===== src/design/cwle_pkg.sv =====
`default_nettype none
// ----------------------------------------------------------------------------
// cwle_pkg
// Shared types, constants and helpers for the center window luma average.
// ----------------------------------------------------------------------------
package cwle_pkg;

    localparam int SAMPLE_PIXELS = 4096;
    localparam int PIXEL_MAX     = 1023;
    localparam int PIXEL_W       = 10;
    localparam int LUMA_W        = 8;
    localparam int POS_W         = 22;
    localparam int FP_W          = 23;
    localparam int CNT_W         = $clog2(SAMPLE_PIXELS + 1);
    localparam int SUM_W         = $clog2(SAMPLE_PIXELS * PIXEL_MAX + 1);

    localparam logic [FP_W-1:0]  FP_RESET = FP_W'(2105376);
    localparam logic [POS_W-1:0] POS_MAX  = {POS_W{1'b1}};

    // Configuration register indexes.
    localparam int REG_FRAME_PIXELS = 0;

    typedef struct packed {
        logic [PIXEL_W-1:0] pixel;
        logic               frame_last;
    } t_pixel_in;

    typedef struct packed {
        logic [LUMA_W-1:0] frame_mean;
        logic [LUMA_W-1:0] smoothed_luma;
    } t_luma_out;

    // One closed frame, handed from the front to the back.
    typedef struct packed {
        logic [SUM_W-1:0] sum;
        logic [CNT_W-1:0] count;
    } t_frame_stat;

    typedef enum logic [1:0] {
        BK_IDLE,
        BK_DIV,
        BK_EMA
    } t_back_state;

    // First window position for a frame of fp pixels.
    function automatic logic [POS_W-1:0] calc_win_start(input logic [FP_W-1:0] fp);
        logic [FP_W-1:0] diff;
        diff = fp - FP_W'(SAMPLE_PIXELS);
        if (fp > FP_W'(SAMPLE_PIXELS)) begin
            return POS_W'(diff >> 1);
        end else begin
            return '0;
        end
    endfunction

endpackage
`default_nettype wire


===== src/design/cwle_queue.sv =====
`default_nettype none
// ----------------------------------------------------------------------------
// cwle_queue
// Two-entry queue of closed frame statistics between front and back.
// ----------------------------------------------------------------------------
module cwle_queue (
    input  wire logic                  i_clk,
    input  wire logic                  i_rst_n,
    input  wire logic                  i_push,
    input  wire cwle_pkg::t_frame_stat i_push_data,
    output logic                       o_full,
    input  wire logic                  i_pop,
    output logic                       o_not_empty,
    output cwle_pkg::t_frame_stat      o_pop_data
);
    import cwle_pkg::*;

    localparam int DEPTH = 2;
    localparam int IDX_W = $clog2(DEPTH);

    t_frame_stat             r_store [DEPTH];
    logic [IDX_W-1:0]        r_wr_ptr;
    logic [IDX_W-1:0]        r_rd_ptr;
    logic [$clog2(DEPTH+1)-1:0] r_count;

    assign o_full      = (r_count == ($clog2(DEPTH+1))'(DEPTH));
    assign o_not_empty = (r_count != '0);
    assign o_pop_data  = r_store[r_rd_ptr];

    always_ff @(posedge i_clk) begin
        if (i_push) begin
            r_store[r_wr_ptr] <= i_push_data;
        end
    end

    always_ff @(posedge i_clk) begin
        if (!i_rst_n) begin
            r_wr_ptr <= '0;
            r_rd_ptr <= '0;
            r_count  <= '0;
        end else begin
            if (i_push) begin
                r_wr_ptr <= (r_wr_ptr == IDX_W'(DEPTH - 1)) ? '0 : r_wr_ptr + 1'b1;
            end
            if (i_pop) begin
                r_rd_ptr <= (r_rd_ptr == IDX_W'(DEPTH - 1)) ? '0 : r_rd_ptr + 1'b1;
            end
            case ({i_push, i_pop})
                2'b10:   r_count <= r_count + 1'b1;
                2'b01:   r_count <= r_count - 1'b1;
                default: r_count <= r_count;
            endcase
        end
    end

    a_no_push_full: assert property (@(posedge i_clk) disable iff (!i_rst_n)
        o_full |-> !i_push)
        else $error("push into a full frame queue");

    a_no_pop_empty: assert property (@(posedge i_clk) disable iff (!i_rst_n)
        !o_not_empty |-> !i_pop)
        else $error("pop from an empty frame queue");

endmodule
`default_nettype wire


===== src/design/cwle_front.sv =====
`default_nettype none
// ----------------------------------------------------------------------------
// cwle_front
// Takes one pixel per cycle while the queue is not full, sums the center window and closes each frame.
// ----------------------------------------------------------------------------
module cwle_front (
    input  wire logic                            i_clk,
    input  wire logic                            i_rst_n,
    input  wire logic                            i_valid,
    output logic                                 o_ready,
    input  wire cwle_pkg::t_pixel_in             i_in_data,
    input  wire logic [cwle_pkg::FP_W-1:0]       i_frame_pixels,
    input  wire logic [cwle_pkg::POS_W-1:0]      i_win_start,
    output logic                                 o_push,
    output cwle_pkg::t_frame_stat                o_push_data,
    input  wire logic                            i_queue_full
);
    import cwle_pkg::*;

    logic [POS_W-1:0] r_pos;
    logic [SUM_W-1:0] r_sum;
    logic [CNT_W-1:0] r_count;

    logic             accept;
    logic             hit;
    logic [SUM_W-1:0] n_sum;
    logic [CNT_W-1:0] n_count;

    assign o_ready = !i_queue_full;
    assign accept  = i_valid && o_ready;

    always_comb begin
        hit = (r_pos >= i_win_start) && ({1'b0, r_pos} < i_frame_pixels)
              && (r_count < CNT_W'(SAMPLE_PIXELS));
        n_sum   = r_sum;
        n_count = r_count;
        if (hit) begin
            n_sum   = r_sum + {{(SUM_W-PIXEL_W){1'b0}}, i_in_data.pixel};
            n_count = r_count + 1'b1;
        end
    end

    assign o_push            = accept && i_in_data.frame_last;
    assign o_push_data.sum   = n_sum;
    assign o_push_data.count = n_count;

    always_ff @(posedge i_clk) begin
        if (!i_rst_n) begin
            r_pos   <= '0;
            r_sum   <= '0;
            r_count <= '0;
        end else if (accept) begin
            if (i_in_data.frame_last) begin
                r_pos   <= '0;
                r_sum   <= '0;
                r_count <= '0;
            end else begin
                r_sum   <= n_sum;
                r_count <= n_count;
                if (r_pos != POS_MAX) begin
                    r_pos <= r_pos + 1'b1;
                end
            end
        end
    end

    a_count_cap: assert property (@(posedge i_clk) disable iff (!i_rst_n)
        r_count <= CNT_W'(SAMPLE_PIXELS))
        else $error("window count above the sample limit");

endmodule
`default_nettype wire


===== src/design/cwle_back.sv =====
`default_nettype none
// ----------------------------------------------------------------------------
// cwle_back
// Divides each frame's window sum by its count one quotient bit per cycle,
// then updates the smoothed luma and holds the result for the consumer.
// ----------------------------------------------------------------------------
module cwle_back (
    input  wire logic                  i_clk,
    input  wire logic                  i_rst_n,
    input  wire logic                  i_not_empty,
    input  wire cwle_pkg::t_frame_stat i_pop_data,
    output logic                       o_pop,
    output logic                       o_valid,
    input  wire logic                  i_ready,
    output cwle_pkg::t_luma_out        o_out_data
);
    import cwle_pkg::*;

    localparam int REM_W  = CNT_W + 1;
    localparam int STEP_W = $clog2(SUM_W);
    localparam int MIX_W  = LUMA_W + 5;

    t_back_state       r_state;
    t_back_state       n_state;
    logic [SUM_W-1:0]  r_dq;
    logic [CNT_W-1:0]  r_rem;
    logic [CNT_W-1:0]  r_div;
    logic [STEP_W-1:0] r_step;
    logic [LUMA_W-1:0] r_avg;
    logic              r_seeded;
    logic              r_out_valid;
    t_luma_out         r_out;

    logic [REM_W-1:0]  trial;
    logic              fits;
    logic [LUMA_W-1:0] mean;
    logic [MIX_W-1:0]  mix;
    logic [LUMA_W-1:0] n_avg;
    logic              emit;

    assign o_valid    = r_out_valid;
    assign o_out_data = r_out;

    always_comb begin
        trial = {r_rem, r_dq[SUM_W-1]};
        fits  = (trial >= {1'b0, r_div});
        // An empty window carries a zero sum, so the quotient is skipped.
        mean  = (r_div == '0) ? '0 : r_dq[LUMA_W+1:2];
        mix   = {r_avg, 5'b0} - {5'b0, r_avg} + {5'b0, mean};
        n_avg = r_seeded ? mix[MIX_W-1:5] : mean;
    end

    always_comb begin
        n_state = r_state;
        o_pop   = 1'b0;
        emit    = 1'b0;
        case (r_state)
            BK_IDLE: begin
                if (i_not_empty) begin
                    o_pop   = 1'b1;
                    n_state = (i_pop_data.count == '0) ? BK_EMA : BK_DIV;
                end
            end
            BK_DIV: begin
                if (r_step == '0) begin
                    n_state = BK_EMA;
                end
            end
            BK_EMA: begin
                if (!r_out_valid || i_ready) begin
                    emit    = 1'b1;
                    n_state = BK_IDLE;
                end
            end
            default: n_state = BK_IDLE;
        endcase
    end

    always_ff @(posedge i_clk) begin
        if (!i_rst_n) begin
            r_state     <= BK_IDLE;
            r_avg       <= '0;
            r_seeded    <= 1'b0;
            r_out_valid <= 1'b0;
        end else begin
            r_state <= n_state;
            if (emit) begin
                r_avg       <= n_avg;
                r_seeded    <= 1'b1;
                r_out_valid <= 1'b1;
            end else if (i_ready) begin
                r_out_valid <= 1'b0;
            end
        end
    end

    always_ff @(posedge i_clk) begin
        if (o_pop) begin
            r_dq   <= i_pop_data.sum;
            r_rem  <= '0;
            r_div  <= i_pop_data.count;
            r_step <= STEP_W'(SUM_W - 1);
        end else if (r_state == BK_DIV) begin
            r_dq   <= {r_dq[SUM_W-2:0], fits};
            r_rem  <= fits ? CNT_W'(trial - {1'b0, r_div}) : CNT_W'(trial);
            r_step <= r_step - 1'b1;
        end
        if (emit) begin
            r_out.frame_mean    <= mean;
            r_out.smoothed_luma <= n_avg;
        end
    end

    a_div_nonzero: assert property (@(posedge i_clk) disable iff (!i_rst_n)
        r_state == BK_DIV |-> r_div != '0)
        else $error("divide started with an empty window");

    a_emit_seeds: assert property (@(posedge i_clk) disable iff (!i_rst_n)
        emit |=> r_seeded && r_out_valid)
        else $error("result loaded without seeding the average");

endmodule
`default_nettype wire


===== src/design/center_window_luma_ema.sv =====
`default_nettype none
// ----------------------------------------------------------------------------
// center_window_luma_ema
// Mean luma of a centered pixel window per frame, smoothed across frames.
// ----------------------------------------------------------------------------
//  channel  | direction | handshake            | payload
//  pixel    | in        | i_valid / o_ready    | i_in_data (pixel, frame_last)
//  luma     | out       | o_valid / i_ready    | o_out_data (frame_mean, smoothed_luma)
//  config   | in        | psel/penable/pready  | paddr, pwdata, prdata (frame_pixels)
//
// Pixels are taken one per cycle while o_ready is high; the window sum is kept
// in the front stage. Each closed frame waits in a two-entry queue; the back
// stage loads it, runs the bit-serial divide and then updates the smoothed luma.
// o_ready drops only while the queue holds two frames not yet started.
// Reset is synchronous; no memory needs clearing.
// ----------------------------------------------------------------------------
module center_window_luma_ema (
    input  wire logic                 i_clk,
    input  wire logic                 i_rst_n,
    input  wire logic                 i_valid,
    output logic                      o_ready,
    input  wire cwle_pkg::t_pixel_in  i_in_data,
    output logic                      o_valid,
    input  wire logic                 i_ready,
    output cwle_pkg::t_luma_out       o_out_data,
    input  wire logic                 psel,
    input  wire logic                 penable,
    input  wire logic                 pwrite,
    input  wire logic [2:0]           paddr,
    input  wire logic [31:0]          pwdata,
    output logic [31:0]               prdata,
    output logic                      pready
);
    import cwle_pkg::*;

    localparam logic [POS_W-1:0] WIN_START_RESET = calc_win_start(FP_RESET);

    logic [FP_W-1:0]  r_frame_pixels;
    logic [POS_W-1:0] r_win_start;
    logic             cfg_write;
    logic             sel_fp;

    logic             push;
    logic             pop;
    logic             queue_full;
    logic             queue_not_empty;
    t_frame_stat      push_data;
    t_frame_stat      pop_data;

    assign pready    = 1'b1;
    assign sel_fp    = (32'(paddr[2]) == REG_FRAME_PIXELS);
    assign cfg_write = psel && penable && pwrite && pready;
    assign prdata    = sel_fp ? {{(32-FP_W){1'b0}}, r_frame_pixels} : '0;

    // The window start is worked out once per write, off the pixel path.
    always_ff @(posedge i_clk) begin
        if (!i_rst_n) begin
            r_frame_pixels <= FP_RESET;
            r_win_start    <= WIN_START_RESET;
        end else if (cfg_write && sel_fp) begin
            r_frame_pixels <= pwdata[FP_W-1:0];
            r_win_start    <= calc_win_start(pwdata[FP_W-1:0]);
        end
    end

    cwle_front u_front (
        .i_clk          (i_clk),
        .i_rst_n        (i_rst_n),
        .i_valid        (i_valid),
        .o_ready        (o_ready),
        .i_in_data      (i_in_data),
        .i_frame_pixels (r_frame_pixels),
        .i_win_start    (r_win_start),
        .o_push         (push),
        .o_push_data    (push_data),
        .i_queue_full   (queue_full)
    );

    cwle_queue u_queue (
        .i_clk       (i_clk),
        .i_rst_n     (i_rst_n),
        .i_push      (push),
        .i_push_data (push_data),
        .o_full      (queue_full),
        .i_pop       (pop),
        .o_not_empty (queue_not_empty),
        .o_pop_data  (pop_data)
    );

    cwle_back u_back (
        .i_clk       (i_clk),
        .i_rst_n     (i_rst_n),
        .i_not_empty (queue_not_empty),
        .i_pop_data  (pop_data),
        .o_pop       (pop),
        .o_valid     (o_valid),
        .i_ready     (i_ready),
        .o_out_data  (o_out_data)
    );

endmodule
`default_nettype wire


===== config.mk =====
export PLATFORM = sky130hd
export DESIGN_NAME = center_window_luma_ema
export DESIGN_NICKNAME = d
export VERILOG_FILES = /design/src/design/cwle_pkg.sv /design/src/design/cwle_queue.sv /design/src/design/cwle_front.sv /design/src/design/cwle_back.sv /design/src/design/center_window_luma_ema.sv
export SDC_FILE = /design/constraint.sdc
export NUM_CORES = 1
export LEC_CHECK = 0
export BUFFER_PORTS_ARGS = -buffer_cell sky130_fd_sc_hd__buf_2
export CAP_MARGIN = 30
export CELL_PAD_IN_SITES_DETAIL_PLACEMENT = 2
export CELL_PAD_IN_SITES_GLOBAL_PLACEMENT = 2
export CORE_UTILIZATION = 35
export CTS_CLUSTER_SIZE = 8
export DETAILED_ROUTE_END_ITERATION = 16
export GPL_ROUTABILITY_DRIVEN = 0
export PLACE_DENSITY_LB_ADDON = 0.1
export SLEW_MARGIN = 20
export SYNTH_ARGS = -nofsm -noshare
export SYNTH_HDL_FRONTEND = slang
export SYNTH_SLANG_ARGS = --single-unit

===== constraint.sdc =====
create_clock -name i_clk -period 8.95 [get_ports i_clk]
set_clock_uncertainty 0.05 [all_clocks]
set_input_delay 0.895 -clock i_clk [delete_from_list [all_inputs] [get_ports i_clk]]
set_output_delay 0.895 -clock i_clk [all_outputs]
set_load 0.01 [all_outputs]

==> results of run 1 <==
==> cells by family (layout without fill, tap and decap cells) <==
family,after synthesis,in the layout,share of synthesized area (%)
simple gates,438,438,15.3
compound gates,290,290,14.0
flops,258,258,47.6
buf+inv,162,254,5.03
fa+ha+maj,91,91,8.78
xor+xnor,78,78,5.10
mux,51,51,4.18
other cells,2,10,0.0561
==> worst max-delay path: cells and delay by family (launching register included) <==
family / cells / cell delay [ns]
DFF: 1 / 0.45
buffers and inverters: 1 / 0.10
AOI/OAI and AO/OA: 5 / 0.91
and+or+nand+nor: 5 / 1.51
adders and majority gates: 2 / 0.77
==> metrics by stage <==
| stage | hold WS [ns] | area (um2) | utilization, % |
|---|---|---|---|
| 6_report | 0.406 | 15400 | 41.0 |
| 5_1_grt | 0.433 | 15400 | 41.0 |
| 4_1_cts | 0.408 | 15400 | 40.9 |
| 3_5_place_dp | 0.401 | 14300 | 38.0 |
| 3_3_place_gp | 0.391 | 14200 | 37.8 |
| 2_1_floorplan | 0.386 | 13400 | - |
==> power breakdown <==
group | internal [uW] | switching, uW | total (uW) | leakage (uW)
Sequential | 1460 | 106 | 1570 | 0.00224
Combinational | 426 | 712 | 1140 | 0.00330
Clock | 817 | 521 | 1340 | 0.000524
Total | 2700 | 1340 | 4040 | 0.00607
==> sequential cells by signal (all words and copies together), names as in the netlist, named ones only <==
register,flops
r_win_start,22
u_back.r_rem,13
u_back.o_out_data,16
u_queue.r_store,70
u_front.r_pos,22
u_back.r_dq,22
u_queue.r_wr_ptr,1
u_queue.r_count,2
u_front.r_sum,22
u_queue.r_rd_ptr,1
u_back.r_step,5
u_back.r_avg,8
u_back.r_seeded,1
u_front.r_count,13
r_frame_pixels,23
u_back.o_valid,1
u_back.r_div,13
u_back.r_state,2
==> worst min-delay path by stage <==
stage	slack [ns]	to	startpoint
global route	0.43	r_frame_pixels[19]$_SDFFE_PN0P_	r_frame_pixels[19]$_SDFFE_PN0P_
CTS	0.41	r_frame_pixels[9]$_SDFFE_PN0P_	r_frame_pixels[9]$_SDFFE_PN0P_
global placement	0.39	r_frame_pixels[11]$_SDFFE_PN0P_	r_frame_pixels[11]$_SDFFE_PN0P_
floorplan	0.39	r_frame_pixels[10]$_SDFFE_PN0P_	r_frame_pixels[10]$_SDFFE_PN0P_
detailed placement	0.40	r_frame_pixels[9]$_SDFFE_PN0P_	r_frame_pixels[9]$_SDFFE_PN0P_
finish	0.41	r_frame_pixels[7]$_SDFFE_PN0P_	r_frame_pixels[7]$_SDFFE_PN0P_
==> layout make-up <==
class	count	share of cell area [%]
clock buffers	62	7.01
clock inverters	1	0.0567
inverters	95	2.31
multi-input cells	958	41.4
flip-flops and latches	258	41.3
well taps	511	4.14
repair buffers	96	3.72
==> layout by cell type (no fill, tap or decap), types with 12 or more instances in the layout <==
cell type                   synthesis  routed
sky130_fd_sc_hd__xnor2_1           35      35
sky130_fd_sc_hd__mux2i_1           29      29
sky130_fd_sc_hd__ha_1              86      86
sky130_fd_sc_hd__dfxtp_1          137     136
sky130_fd_sc_hd__o211ai_1          13      13
sky130_fd_sc_hd__a31oi_1           19      18
sky130_fd_sc_hd__nand3_1           35      35
sky130_fd_sc_hd__clkbuf_1          46      21
sky130_fd_sc_hd__inv_1             94      94
sky130_fd_sc_hd__edfxtp_1         121     121
sky130_fd_sc_hd__a22oi_1           20      20
sky130_fd_sc_hd__mux2_2            16      16
sky130_fd_sc_hd__nand4_1           18      18
sky130_fd_sc_hd__a21oi_1           74      74
sky130_fd_sc_hd__nor2b_1           12      12
sky130_fd_sc_hd__and3_1            16      16
sky130_fd_sc_hd__nor2_1           130     127
sky130_fd_sc_hd__nor3_1            26      26
sky130_fd_sc_hd__o21ai_0           68      68
sky130_fd_sc_hd__buf_2              5      82
sky130_fd_sc_hd__clkbuf_16          0      39
sky130_fd_sc_hd__nand2_1          136     136
sky130_fd_sc_hd__xor2_1            43      43
sky130_fd_sc_hd__a21o_1            17      17
==> routing by layer <==
| metal | up-vias | global-route usage (%) | routed length (um) |
|---|---|---|---|
| li1 | 5029 | - | - |
| met1 | 5140 | 26.6 | 18000 |
| met2 | 122 | 36.1 | 19600 |
| met3 | 41 | 2.68 | 1120 |
| met4 | 0 | 5.31 | 569 |
| met5 | - | 0 | 0 |
==> out/results.txt, run 1 <==
Unrepaired setup endpoints after global routing = false
Worst-case reg-to-reg path depth = 13
Setup slack, reg-to-reg = 4.91 ns
CP arrival = 4.27 ns
Synth async-reset ratio = 0%
Max-cap violations = 0
Delay of the slowest critical-path stage = 0.45 ns
Floorplan die area = 39100 um2
Most frequent cell on the critical path = sky130_fd_sc_hd__a21oi_1
First-pass iteration count of the detailed router = 4
Root buf cell = sky130_fd_sc_hd__clkbuf_16
Total of hold buffers inserted after clock tree synthesis = 0
Final critical path time including I/O delays and setup = 4.04 ns
Worst hold path cell count = 2
Yosys cell types = 74
Register area = 6380 um2
Number of setup violations in the final report = 0
Slew margin rel. = 37.5%
Largest fanout of any net on the critical path = 9
Number of input and output port buffers inserted = 82
Critical path startpoint category = flop
Syn_area_per_cell = 9.78 um2
Clock Pin Slew Worst Setup and Hold Paths = 0.05 ns
Most frequent cell after synthesis = sky130_fd_sc_hd__dfxtp_1
Total negative slack for setup checks = 0 ns
Number of placement rows = 71
# Post-CTS Setup Buffers = 0
Total of cells resized after clock tree synthesis = 0
Cell type with the largest total area after synthesis = sky130_fd_sc_hd__edfxtp_1
Post-synth EDFFs = 121
Chain of cells forming the critical path = nor4_1 -> nand4_1 -> nand2_1 -> inv_1 -> fa_1 -> ha_1 -> a21o_1 -> a21oi_1 -> a31o_2 -> a21oi_1 -> or3_1 -> and2_1 -> a21bo_2
Vias per std cell = 5.22
Height of the die = 198 um
Max IR drop VDD = 0.000111 V
Maximum clock insertion buffer count = 3
Period Utilization, post-route = 45.1%
Min-delay worst type = reg2reg
Destination of the worst register-to-register timing path = u_back.o_out_data[7]$_DFFE_PP_
Proportion of netlist area held by the largest area contributor = 27.1%
PnR Total Power = 4040 uW
Number of antenna cells inserted = 0
Max H-tree Level = 2
Clock buffers created by TritonCTS = 38
Portion of the post-synthesis area used by sequential elements = 47.6%
Total DRC errors in the routed layout = 0
Endpoints failing hold = 0
Result of the run = finished clean
CP Class = reg2reg
Remaining global-route overflow = 0
Cell types with the largest area share after synthesis = sky130_fd_sc_hd__edfxtp_1 (27%), sky130_fd_sc_hd__dfxtp_1 (20%), sky130_fd_sc_hd__ha_1 (8.0%)
Clock tree from TritonCTS = built
Post-Place Worst Slack = 4.86 ns
Worst Setup End Kind = flop
Pin count of the biggest net entering global routing = 63
Reg2Reg Launch Point = u_back.r_div[1]$_DFFE_PP_
Area Overhead vs Synth = 15.2%
Post-synth top cells = sky130_fd_sc_hd__dfxtp_1 (137), sky130_fd_sc_hd__nand2_1 (136), sky130_fd_sc_hd__nor2_1 (130)
Leakage power = 0.00607 uW
Worst Setup EP = u_back.o_out_data[7]$_DFFE_PP_
# fillers = 4166
Worst Max-Slew Pin Slew = 0.935 ns
Cell area after synthesis = 13400 um2
WP data required = 9.18 ns
Clock Latency Late Sink = 0.52 ns
Via count = 10.3k
Wire length of the first global-routing pass = 62600 um
Number of ports placed on the die boundary = 104
Power Density = 262 nW/um2
Total Wirelength = 39200 um
Library cell contributing the largest single delay on the critical path = sky130_fd_sc_hd__edfxtp_1
Number of synthesized register bits = 258
Final layout net count = 1591
Area of the core region = 37700 um2
Critical path origin = u_back.r_div[1]$_DFFE_PP_
Max Clock Freq = 248 MHz
Placed wire-length estimate after detailed placement = 28300 um
Via count of the first global-routing pass = 11.2k
Antenna-violating nets left = 0
Placed cell count = 1916
Avg WL per Cell = 19.8 um
Warning count from the yosys run = 0
Number of antenna violations at the first check in global routing = 0
Cell Count, Final, Fillers Out = 1981
Total global routing track utilization = 20.6%
Final Slew Violations = 0
Post-synthesis instance total = 1370
Post-layout worst setup margin = 4.91 ns
DIE WIDTH = 198 um
Effective utilization at floorplan = 35.6%
Share of cells above drive strength 1 = 12.2%
Drt initial violations = 371
Dominant register cell in the synthesized netlist = sky130_fd_sc_hd__dfxtp_1
Num Clock Sinks = 258
Area of the multi-input gates = 6390 um2
Note: power is estimated with default switching activity, not from simulation.
==> run 2: changes to the inputs <==
- ABC_AREA: unset -> 1
- CORE_UTILIZATION: 35 -> 33
- clock period: 8.95 -> 3.4 ns (I/O delays scaled with it)
==> run 2 against run 1 <==
Cell area is 8.2% higher. Highest routed layer unchanged. Sequential power increased to 2.6 times the previous value. Critical endpoint is now u_back.r_avg[7]$_SDFFE_PN0P_. Sequential cell count is the same.
==> out/results.txt, run 2 <==
Warning count from the yosys run = 0 (unchanged)
Antenna-violating nets left = 0 (unchanged)
Drt initial violations = 387 (was 371)
Placed wire-length estimate after detailed placement = 33800 um (was 28300 um)
Most frequent cell on the critical path = sky130_fd_sc_hd__nand3_1 (was sky130_fd_sc_hd__a21oi_1)
WP data required = 3.80 ns (was 9.18 ns)
Syn_area_per_cell = 8.03 um2 (was 9.78 um2)
Vias per std cell = 4.98 (was 5.22)
Cell Count, Final, Fillers Out = 2500 (was 1981)
Final Slew Violations = 0 (unchanged)
Area of the core region = 43100 um2 (was 37700 um2)
Maximum clock insertion buffer count = 3 (unchanged)
Power Density = 702 nW/um2 (was 262 nW/um2)
Max IR drop VDD = 0.000372 V (was 0.000111 V)
Synth async-reset ratio = 0% (unchanged)
Final Util = 38.8% (was 41.0%)
Height of the die = 211 um (was 198 um)
Effective utilization at floorplan = 33.4% (was 35.6%)
Largest fanout of any net on the critical path = 4 (was 9)
Wire length of the first global-routing pass = 72900 um (was 62600 um)
Critical path startpoint category = flop (unchanged)
Number of flip-flops in the largest register = 70 (unchanged)
Final critical path time including I/O delays and setup = 3.16 ns (was 4.04 ns)
Unrepaired setup endpoints after global routing = false (unchanged)
Leakage power = 0.00686 uW (was 0.00607 uW)
Slew margin rel. = 42.0% (was 37.5%)
Total DRC errors in the routed layout = 0 (unchanged)
Number of antenna cells inserted = 0 (unchanged)
Max H-tree Level = 2 (unchanged)
Number of setup violations in the final report = 0 (unchanged)
Clock Pin Slew Worst Setup and Hold Paths = 0.05 ns (about the same)
Number of antenna violations at the first check in global routing = 2 (was 0)
Post-synth EDFFs = 121 (unchanged)
Number of input and output port buffers inserted = 82 (unchanged)
Number of buffers and inverters on the critical path = 3 (was 1)
Clock tree from TritonCTS = built (unchanged)
Clock buffers created by TritonCTS = 39 (was 38)
Area Overhead vs Synth = 16.1% (was 15.2%)
Cell type with the largest total area after synthesis = sky130_fd_sc_hd__edfxtp_1 (unchanged)
Post-synthesis instance total = 1792 (was 1370)
Avg WL per Cell = 18.1 um (was 19.8 um)
Portion of the post-synthesis area used by sequential elements = 44.3% (was 47.6%)
Cell types with the largest area share after synthesis = sky130_fd_sc_hd__edfxtp_1 (25%), sky130_fd_sc_hd__dfxtp_1 (19%), sky130_fd_sc_hd__nand2_1 (12%) (was sky130_fd_sc_hd__edfxtp_1 (27%), sky130_fd_sc_hd__dfxtp_1 (20%), sky130_fd_sc_hd__ha_1 (8.0%))
Worst Setup End Kind = flop (unchanged)
DIE WIDTH = 211 um (was 198 um)
Number of synthesized register bits = 258 (unchanged)
Commonest non-fill, non-tap cells in the layout = sky130_fd_sc_hd__nand2_1 (456), sky130_fd_sc_hd__inv_1 (188), sky130_fd_sc_hd__a21oi_1 (156), sky130_fd_sc_hd__nor2_1 (154), sky130_fd_sc_hd__dfxtp_1 (137) (was sky130_fd_sc_hd__nand2_1 (136), sky130_fd_sc_hd__dfxtp_1 (136), sky130_fd_sc_hd__nor2_1 (127), sky130_fd_sc_hd__edfxtp_1 (121), sky130_fd_sc_hd__inv_1 (94))
Max Clock Freq = 316 MHz (was 248 MHz)
Clock Latency Late Sink = 0.57 ns (was 0.52 ns)
Pin count of the biggest net entering global routing = 64 (was 63)
CP Class = reg2reg (unchanged)
Number of placement rows = 76 (was 71)
Share of cells above drive strength 1 = 12.7% (was 12.2%)
Register bank with the most flops = u_queue.r_store (unchanged)
CP arrival = 3.57 ns (was 4.27 ns)
Num Clock Sinks = 258 (unchanged)
Final Cell Area = 16700 um2 (was 15400 um2)
Yosys cell types = 51 (was 74)
Min-delay worst type = in2reg (was reg2reg)
Dominant register cell in the synthesized netlist = sky130_fd_sc_hd__dfxtp_1 (unchanged)
Post-synth top cells = sky130_fd_sc_hd__nand2_1 (457), sky130_fd_sc_hd__inv_1 (191), sky130_fd_sc_hd__nor2_1 (159) (was sky130_fd_sc_hd__dfxtp_1 (137), sky130_fd_sc_hd__nand2_1 (136), sky130_fd_sc_hd__nor2_1 (130))
Chain of cells forming the critical path = or2_2 -> nor2_2 -> nand2_2 -> inv_2 -> nor2_1 -> fa_1 -> ha_4 -> a21oi_2 -> inv_1 -> a31oi_2 -> nor2_1 -> nor3_2 -> nand3_1 -> nand3_1 -> nand3_1 -> nand2_1 -> inv_1 (was nor4_1 -> nand4_1 -> nand2_1 -> inv_1 -> fa_1 -> ha_1 -> a21o_1 -> a21oi_1 -> a31o_2 -> a21oi_1 -> or3_1 -> and2_1 -> a21bo_2)
Library cell contributing the largest single delay on the critical path = sky130_fd_sc_hd__fa_1 (was sky130_fd_sc_hd__edfxtp_1)
Root buf cell = sky130_fd_sc_hd__clkbuf_16 (unchanged)
Period Utilization, post-route = 93.0% (was 45.1%)
Most frequent cell after synthesis = sky130_fd_sc_hd__nand2_1 (was sky130_fd_sc_hd__dfxtp_1)
Delay of the slowest critical-path stage = 0.53 ns (was 0.45 ns)
Via count = 12.5k (was 10.3k)
Dpl cell area = 15400 um2 (was 14300 um2)
Cell area after synthesis = 14400 um2 (was 13400 um2)
Worst Max-Slew Pin Slew = 0.870 ns (was 0.935 ns)
Proportion of netlist area held by the largest area contributor = 25.3% (was 27.1%)
Family of cells with the greatest summed delay on the critical path = simple AND/OR/NAND/NOR gates (unchanged)
Endpoints failing hold = 0 (unchanged)
Placed cell count = 2421 (was 1916)
Via count of the first global-routing pass = 13.4k (was 11.2k)
Floorplan die area = 44400 um2 (was 39100 um2)
Total global routing track utilization = 20.8% (was 20.6%)
Number of ports placed on the die boundary = 104 (unchanged)
Largest registers ranked by flip-flop count = u_queue.r_store x70, r_frame_pixels x23 (unchanged)
Total Wirelength = 45200 um (was 39200 um)
Remaining global-route overflow = 0 (unchanged)
Result of the run = finished clean (unchanged)
First-pass iteration count of the detailed router = 5 (was 4)
Max-cap violations = 0 (unchanged)
Smallest hold slack = 0.0282 ns (was 0.406 ns)
Final layout net count = 2032 (was 1591)
Total negative slack for setup checks = 0 ns (unchanged)
Most common cell after layout, fill and taps aside = sky130_fd_sc_hd__nand2_1
## run 2: cell types whose count changed after synthesis, moves of 29 or more
cell | before | now
sky130_fd_sc_hd__a21oi_1 | 74 | 157
sky130_fd_sc_hd__inv_1 | 94 | 191
sky130_fd_sc_hd__nand2_1 | 136 | 457
sky130_fd_sc_hd__nand3_1 | 35 | 73
sky130_fd_sc_hd__nor2_1 | 130 | 159
sky130_fd_sc_hd__o21ai_2 | 0 | 30
## run 2: cell type report
class	count	area (um2)
Fill cell	4954	26400
Multi-Input combinational cell	1275	6990
Sequential cell	258	6380
Clock buffer	62	1060
Inverter	201	754
Tap cell	585	732
Timing Repair Buffer	113	698
Clock inverter	6	91.3
## run 2: worst reg2reg max path: stages, from the launching register on
cell	delay, ns
sky130_fd_sc_hd__edfxtp_1	0.38
sky130_fd_sc_hd__or2_2	0.32
sky130_fd_sc_hd__nor2_2	0.13
sky130_fd_sc_hd__nand2_2	0.09
sky130_fd_sc_hd__inv_2	0.10
sky130_fd_sc_hd__nor2_1	0.08
sky130_fd_sc_hd__fa_1	0.53
sky130_fd_sc_hd__ha_4	0.21
sky130_fd_sc_hd__a21oi_2	0.13
sky130_fd_sc_hd__inv_1	0.08
sky130_fd_sc_hd__a31oi_2	0.22
sky130_fd_sc_hd__nor2_1	0.08
sky130_fd_sc_hd__nor3_2	0.21
sky130_fd_sc_hd__nand3_1	0.10
sky130_fd_sc_hd__nand3_1	0.11
sky130_fd_sc_hd__nand3_1	0.09
sky130_fd_sc_hd__nand2_1	0.10
sky130_fd_sc_hd__inv_1	0.04
## run 2: cells by family after synthesis
logic type | share of synthesized area [%]
other | 0.0522
AOI/OAI and AO/OA | 12.7
xor gates and xnor gates | 3.04
and+or+nand+nor | 23.8
adders and majority gates | 8.18
DFF | 44.3
muxes | 0.139
buffers and inverters | 7.78
## run 2: per-stage QoR
step	total power (uW)	setup WS, ns
6_report	11700	0.237
5_1_grt	12500	0.00378
4_1_cts	11800	0.0338
3_5_place_dp	8010	0.0943
3_3_place_gp	7790	0.190
2_1_floorplan	6720	0.378
## run 2: repair_timing
action                     4_1_cts  5_1_grt
gates resized for setup          0       12
hold buffers                     9        0
setup buffers                    0        2
setup endpoints to repair        0        7
hold endpoints to repair         9        0
## run 2: power breakdown
| group | internal, uW | total (uW) | leakage, uW | switching [uW] |
|---|---|---|---|---|
| combinational | 1310 | 3890 | 0.00406 | 2570 |
| sequential | 3880 | 4120 | 0.00225 | 246 |
| clock | 2220 | 3720 | 0.000551 | 1500 |
## run 2: path summary, 6_finish.rpt
check                                                     end  slack (ns)  cells past startpoint                     startpoint
worst max-delay path             u_back.r_avg[7]$_SDFFE_PN0P_        0.24                     17      u_back.r_div[2]$_DFFE_PP_
worst min-delay path              r_win_start[5]$_SDFFE_PN0P_        0.03                      3                      pwdata[6]
worst max register to register   u_back.r_avg[7]$_SDFFE_PN0P_        0.24                     17      u_back.r_div[2]$_DFFE_PP_
worst min register to register  u_queue.r_rd_ptr$_SDFFE_PN0P_        0.41                      1  u_queue.r_rd_ptr$_SDFFE_PN0P_
## run 2: routing by layer
metal  routed length (um)  vias to the layer above  GRT usage, %  share of wire, %
met5                    0                        -             0                 0
met4                  784                        0          4.97               1.7
met3                 1090                       53          3.00               2.4
met2                22600                      100          37.0                50
met1                20800                     6173          26.4                46
li1                     -                     6129             -                 -
==> run 3: changes to the inputs <==
- SYNTH_HIERARCHICAL: unset -> 1
==> run 3 against run 2 <==
Via count increased by 6.4%. Setup slack improved by 0.054 ns. Hold slack improved by 0.0027 ns. Clock power about the same. Core utilization decreased by 0.32 points. Area after synthesis increased by 7.3%. Sequential cell count unchanged. Critical path depth increased by 1. Synthesized cell count increased by 9.3%. Largest power group unchanged.
==> out/results.txt, run 3 <==
Result of the run = finished clean (unchanged)
Register bank with the most flops = u_queue/r_store (was u_queue.r_store)
Remaining global-route overflow = 0 (unchanged)
Number of buffers and inverters on the critical path = 2 (was 3)
Final Util = 38.5% (was 38.8%)
Number of ports placed on the die boundary = 104 (unchanged)
Wire length of the first global-routing pass = 79400 um (was 72900 um)
Max H-tree Level = 2 (unchanged)
Post-synth EDFFs = 121 (unchanged)
Delay of the slowest critical-path stage = 0.50 ns (was 0.53 ns)
Commonest non-fill, non-tap cells in the layout = sky130_fd_sc_hd__nand2_1 (543), sky130_fd_sc_hd__inv_1 (270), sky130_fd_sc_hd__nor2_1 (154), sky130_fd_sc_hd__a21oi_1 (138), sky130_fd_sc_hd__dfxtp_1 (136) (was sky130_fd_sc_hd__nand2_1 (456), sky130_fd_sc_hd__inv_1 (188), sky130_fd_sc_hd__a21oi_1 (156), sky130_fd_sc_hd__nor2_1 (154), sky130_fd_sc_hd__dfxtp_1 (137))
Avg WL per Cell = 18.5 um (was 18.1 um)
Clock Pin Slew Worst Setup and Hold Paths = 0.05 ns (about the same)
Largest family of logic cells by synthesized area = simple AND/OR/NAND/NOR gates (unchanged)
Number of input and output port buffers inserted = 82 (unchanged)
Endpoints failing hold = 0 (unchanged)
Register area = 6380 um2 (about the same)
Yosys cell types = 57 (was 51)
Area of the core region = 45800 um2 (was 43100 um2)
Most frequent cell after synthesis = sky130_fd_sc_hd__nand2_1 (unchanged)
Number of antenna cells inserted = 0 (unchanged)
Placed wire-length estimate after detailed placement = 36600 um (was 33800 um)
Total negative slack for setup checks = 0 ns (unchanged)
Dominant register cell in the synthesized netlist = sky130_fd_sc_hd__dfxtp_1 (unchanged)
Final Slew Violations = 0 (unchanged)
DIE WIDTH = 218 um (was 211 um)
Drt initial violations = 518 (was 387)
Period Utilization, post-route = 91.4% (was 93.0%)
Max-cap violations = 0 (unchanged)
Post-synthesis xor/xnor area fraction = 2.21% (was 3.04%)
Number of flip-flops in the largest register = 70 (unchanged)
First-pass iteration count of the detailed router = 4 (was 5)
Largest registers ranked by flip-flop count = u_queue/r_store x70, r_frame_pixels x23 (was u_queue.r_store x70, r_frame_pixels x23)
Cell types with the largest area share after synthesis = sky130_fd_sc_hd__edfxtp_1 (24%), sky130_fd_sc_hd__dfxtp_1 (18%), sky130_fd_sc_hd__nand2_1 (13%) (was sky130_fd_sc_hd__edfxtp_1 (25%), sky130_fd_sc_hd__dfxtp_1 (19%), sky130_fd_sc_hd__nand2_1 (12%))
Chain of cells forming the critical path = nor2_1 -> nand2_1 -> nor2_1 -> nand2_2 -> inv_1 -> nor2_2 -> fa_1 -> ha_2 -> a21oi_2 -> nor2_1 -> nor2_2 -> nor2_1 -> nor3_2 -> nand3_1 -> nand3_1 -> nand3_1 -> nand2_1 -> inv_1 (was or2_2 -> nor2_2 -> nand2_2 -> inv_2 -> nor2_1 -> fa_1 -> ha_4 -> a21oi_2 -> inv_1 -> a31oi_2 -> nor2_1 -> nor3_2 -> nand3_1 -> nand3_1 -> nand3_1 -> nand2_1 -> inv_1)
CP Class = reg2reg (unchanged)
Largest fanout of any net on the critical path = 6 (was 4)
Root buf cell = sky130_fd_sc_hd__clkbuf_16 (unchanged)
Maximum clock insertion buffer count = 3 (unchanged)
CP arrival = 3.51 ns (was 3.57 ns)
Total Wirelength = 49500 um (was 45200 um)
Number of setup violations in the final report = 0 (unchanged)
Worst Max-Slew Pin Slew = 0.761 ns (was 0.870 ns)
Fraction of the mapped netlist area in compound gates = 8.50% (was 12.7%)
Min-delay worst type = in2reg (unchanged)
Effective utilization at floorplan = 33.7% (was 33.4%)
Clock Latency Late Sink = 0.55 ns (was 0.57 ns)
Leakage power = 0.00772 uW (was 0.00686 uW)
Via count = 13.3k (was 12.5k)
Total DRC errors in the routed layout = 0 (unchanged)
Via count of the first global-routing pass = 14.4k (was 13.4k)
Final critical path time including I/O delays and setup = 3.11 ns (was 3.16 ns)
Height of the die = 218 um (was 211 um)
Proportion of synthesized area in mux cells = 3.28% (was 0.139%)
Number of antenna violations at the first check in global routing = 0 (was 2)
Portion of the post-synthesis area used by sequential elements = 41.3% (was 44.3%)
Antenna-violating nets left = 0 (unchanged)
Number of synthesized register bits = 258 (unchanged)
WP data required = 3.80 ns (about the same)
Worst Setup End Kind = flop (unchanged)
Max IR drop VDD = 0.000428 V (was 0.000372 V)
Final layout net count = 2193 (was 2032)
Power Density = 672 nW/um2 (was 702 nW/um2)
Share of cells above drive strength 1 = 12.5% (was 12.7%)
Cell area after synthesis = 15400 um2 (was 14400 um2)
Syn_area_per_cell = 7.88 um2 (was 8.03 um2)
Post-synth top cells = sky130_fd_sc_hd__nand2_1 (543), sky130_fd_sc_hd__inv_1 (270), sky130_fd_sc_hd__nor2_1 (158) (was sky130_fd_sc_hd__nand2_1 (457), sky130_fd_sc_hd__inv_1 (191), sky130_fd_sc_hd__nor2_1 (159))
Post-synthesis instance total = 1958 (was 1792)
Cell type with the largest total area after synthesis = sky130_fd_sc_hd__edfxtp_1 (unchanged)
Area Overhead vs Synth = 14.1% (was 16.1%)
Clock tree from TritonCTS = built (unchanged)
Synth Area in Adders = 7.62% (was 8.18%)
Clock buffers created by TritonCTS = 39 (unchanged)
Synth async-reset ratio = 0% (unchanged)
Area of the multi-input gates = 7550 um2 (was 6990 um2)
Area share of and/or/nand/nor cells after synthesis = 26.9% (was 23.8%)
Num Clock Sinks = 258 (unchanged)
Warning count from the yosys run = 6 (was 0)
Number of placement rows = 78 (was 76)
Pin count of the biggest net entering global routing = 53 (was 64)
Total global routing track utilization = 21.2% (was 20.8%)
Vias per std cell = 4.95 (was 4.98)
Critical path startpoint category = flop (unchanged)
Floorplan die area = 47600 um2 (was 44400 um2)
# fillers = 5269 (was 4954)
Family of cells with the greatest summed delay on the critical path = simple AND/OR/NAND/NOR gates (unchanged)
Slew margin rel. = 49.2% (was 42.0%)
Most common cell after layout, fill and taps aside = sky130_fd_sc_hd__nand2_1 (unchanged)
Library cell contributing the largest single delay on the critical path = sky130_fd_sc_hd__fa_1 (unchanged)
Proportion of netlist area held by the largest area contributor = 23.5% (was 25.3%)
Max Clock Freq = 322 MHz (was 316 MHz)
Most frequent cell on the critical path = sky130_fd_sc_hd__nor2_1 (was sky130_fd_sc_hd__nand3_1)
==> run 3: path summary, 6_finish.rpt <==
kind | cells after the start | from | end | slack [ns]
worst min register to register | 2 | r_win_start[7]$_SDFFE_PN0P_ | r_win_start[7]$_SDFFE_PN0P_ | 0.42
worst max register to register | 18 | u_back/r_div[4]$_DFFE_PP_ | u_back/r_avg[7]$_SDFFE_PN0P_ | 0.29
worst max-delay path | 18 | u_back/r_div[4]$_DFFE_PP_ | u_back/r_avg[7]$_SDFFE_PN0P_ | 0.29
worst min-delay path | 3 | pwdata[2] | r_frame_pixels[2]$_SDFFE_PN0P_ | 0.03
==> run 3: cell families (layout without fill, tap and decap cells) <==
group | count (synthesis) | after routing
flip-flops | 258 | 258
other | 2 | 10
multiplexers | 35 | 35
AO/OA/AOI/OAI | 231 | 231
XOR/XNOR | 39 | 39
adder cells (fa/ha/maj) | 91 | 91
AND/OR/NAND/NOR | 947 | 947
buffers and inverters | 355 | 466
==> run 3: tightest hold or removal path: stages <==
cell	delay (ns)
sky130_fd_sc_hd__buf_2	0.12
sky130_fd_sc_hd__nand2_1	0.06
sky130_fd_sc_hd__a21oi_1	0.06
==> run 3: layer usage <==
layer	vias to the layer above	routed length, um	GRT usage (%)
met5	-	0	0
met4	0	619	4.13
met3	46	1340	2.81
met2	97	23100	35.2
met1	6554	24400	29.4
li1	6553	-	-
==> run 3: what timing repair did <==
item	4_1_cts	5_1_grt
buffers inserted	0	0
hold buffers	6	0
resized for setup	0	6
setup endpoints to repair	0	5
endpoints found under the hold margin	6	0
==> run 3: power breakdown <==
group / internal (uW) / switching, uW
Combinational: 1350 / 2620
Clock: 2210 / 1510
Sequential: 3860 / 263
Total: 7430 / 4400
==> run 3: area by class of cell <==
cell class	count	area share (%)
clock inverter	4	0.341
multi-input combinational	1353	42.9
timing repair buffer	114	3.92
tap	600	4.27
sequential	258	36.2
inverter	283	6.06
clock buffer	65	6.27
==> run 3: through the flow <==
| step | hold slack, ns | total power, uW | cell area [um2] | instances | worst slack, ns |
|---|---|---|---|---|---|
| after floorplan | 0.391 | 7050 | 15500 | 1966 | 0.176 |
| after global placement | 0.404 | 7900 | 16400 | 2602 | 0.209 |
| after detailed placement | 0.418 | 8130 | 16400 | 2602 | 0.0585 |
| after CTS | 0.00595 | 12000 | 17600 | 2677 | 0.0299 |
| after global routing | 0.0182 | 12700 | 17600 | 2677 | -0.0516 |
| final | 0.0308 | 11800 | 17600 | 2677 | 0.292 |
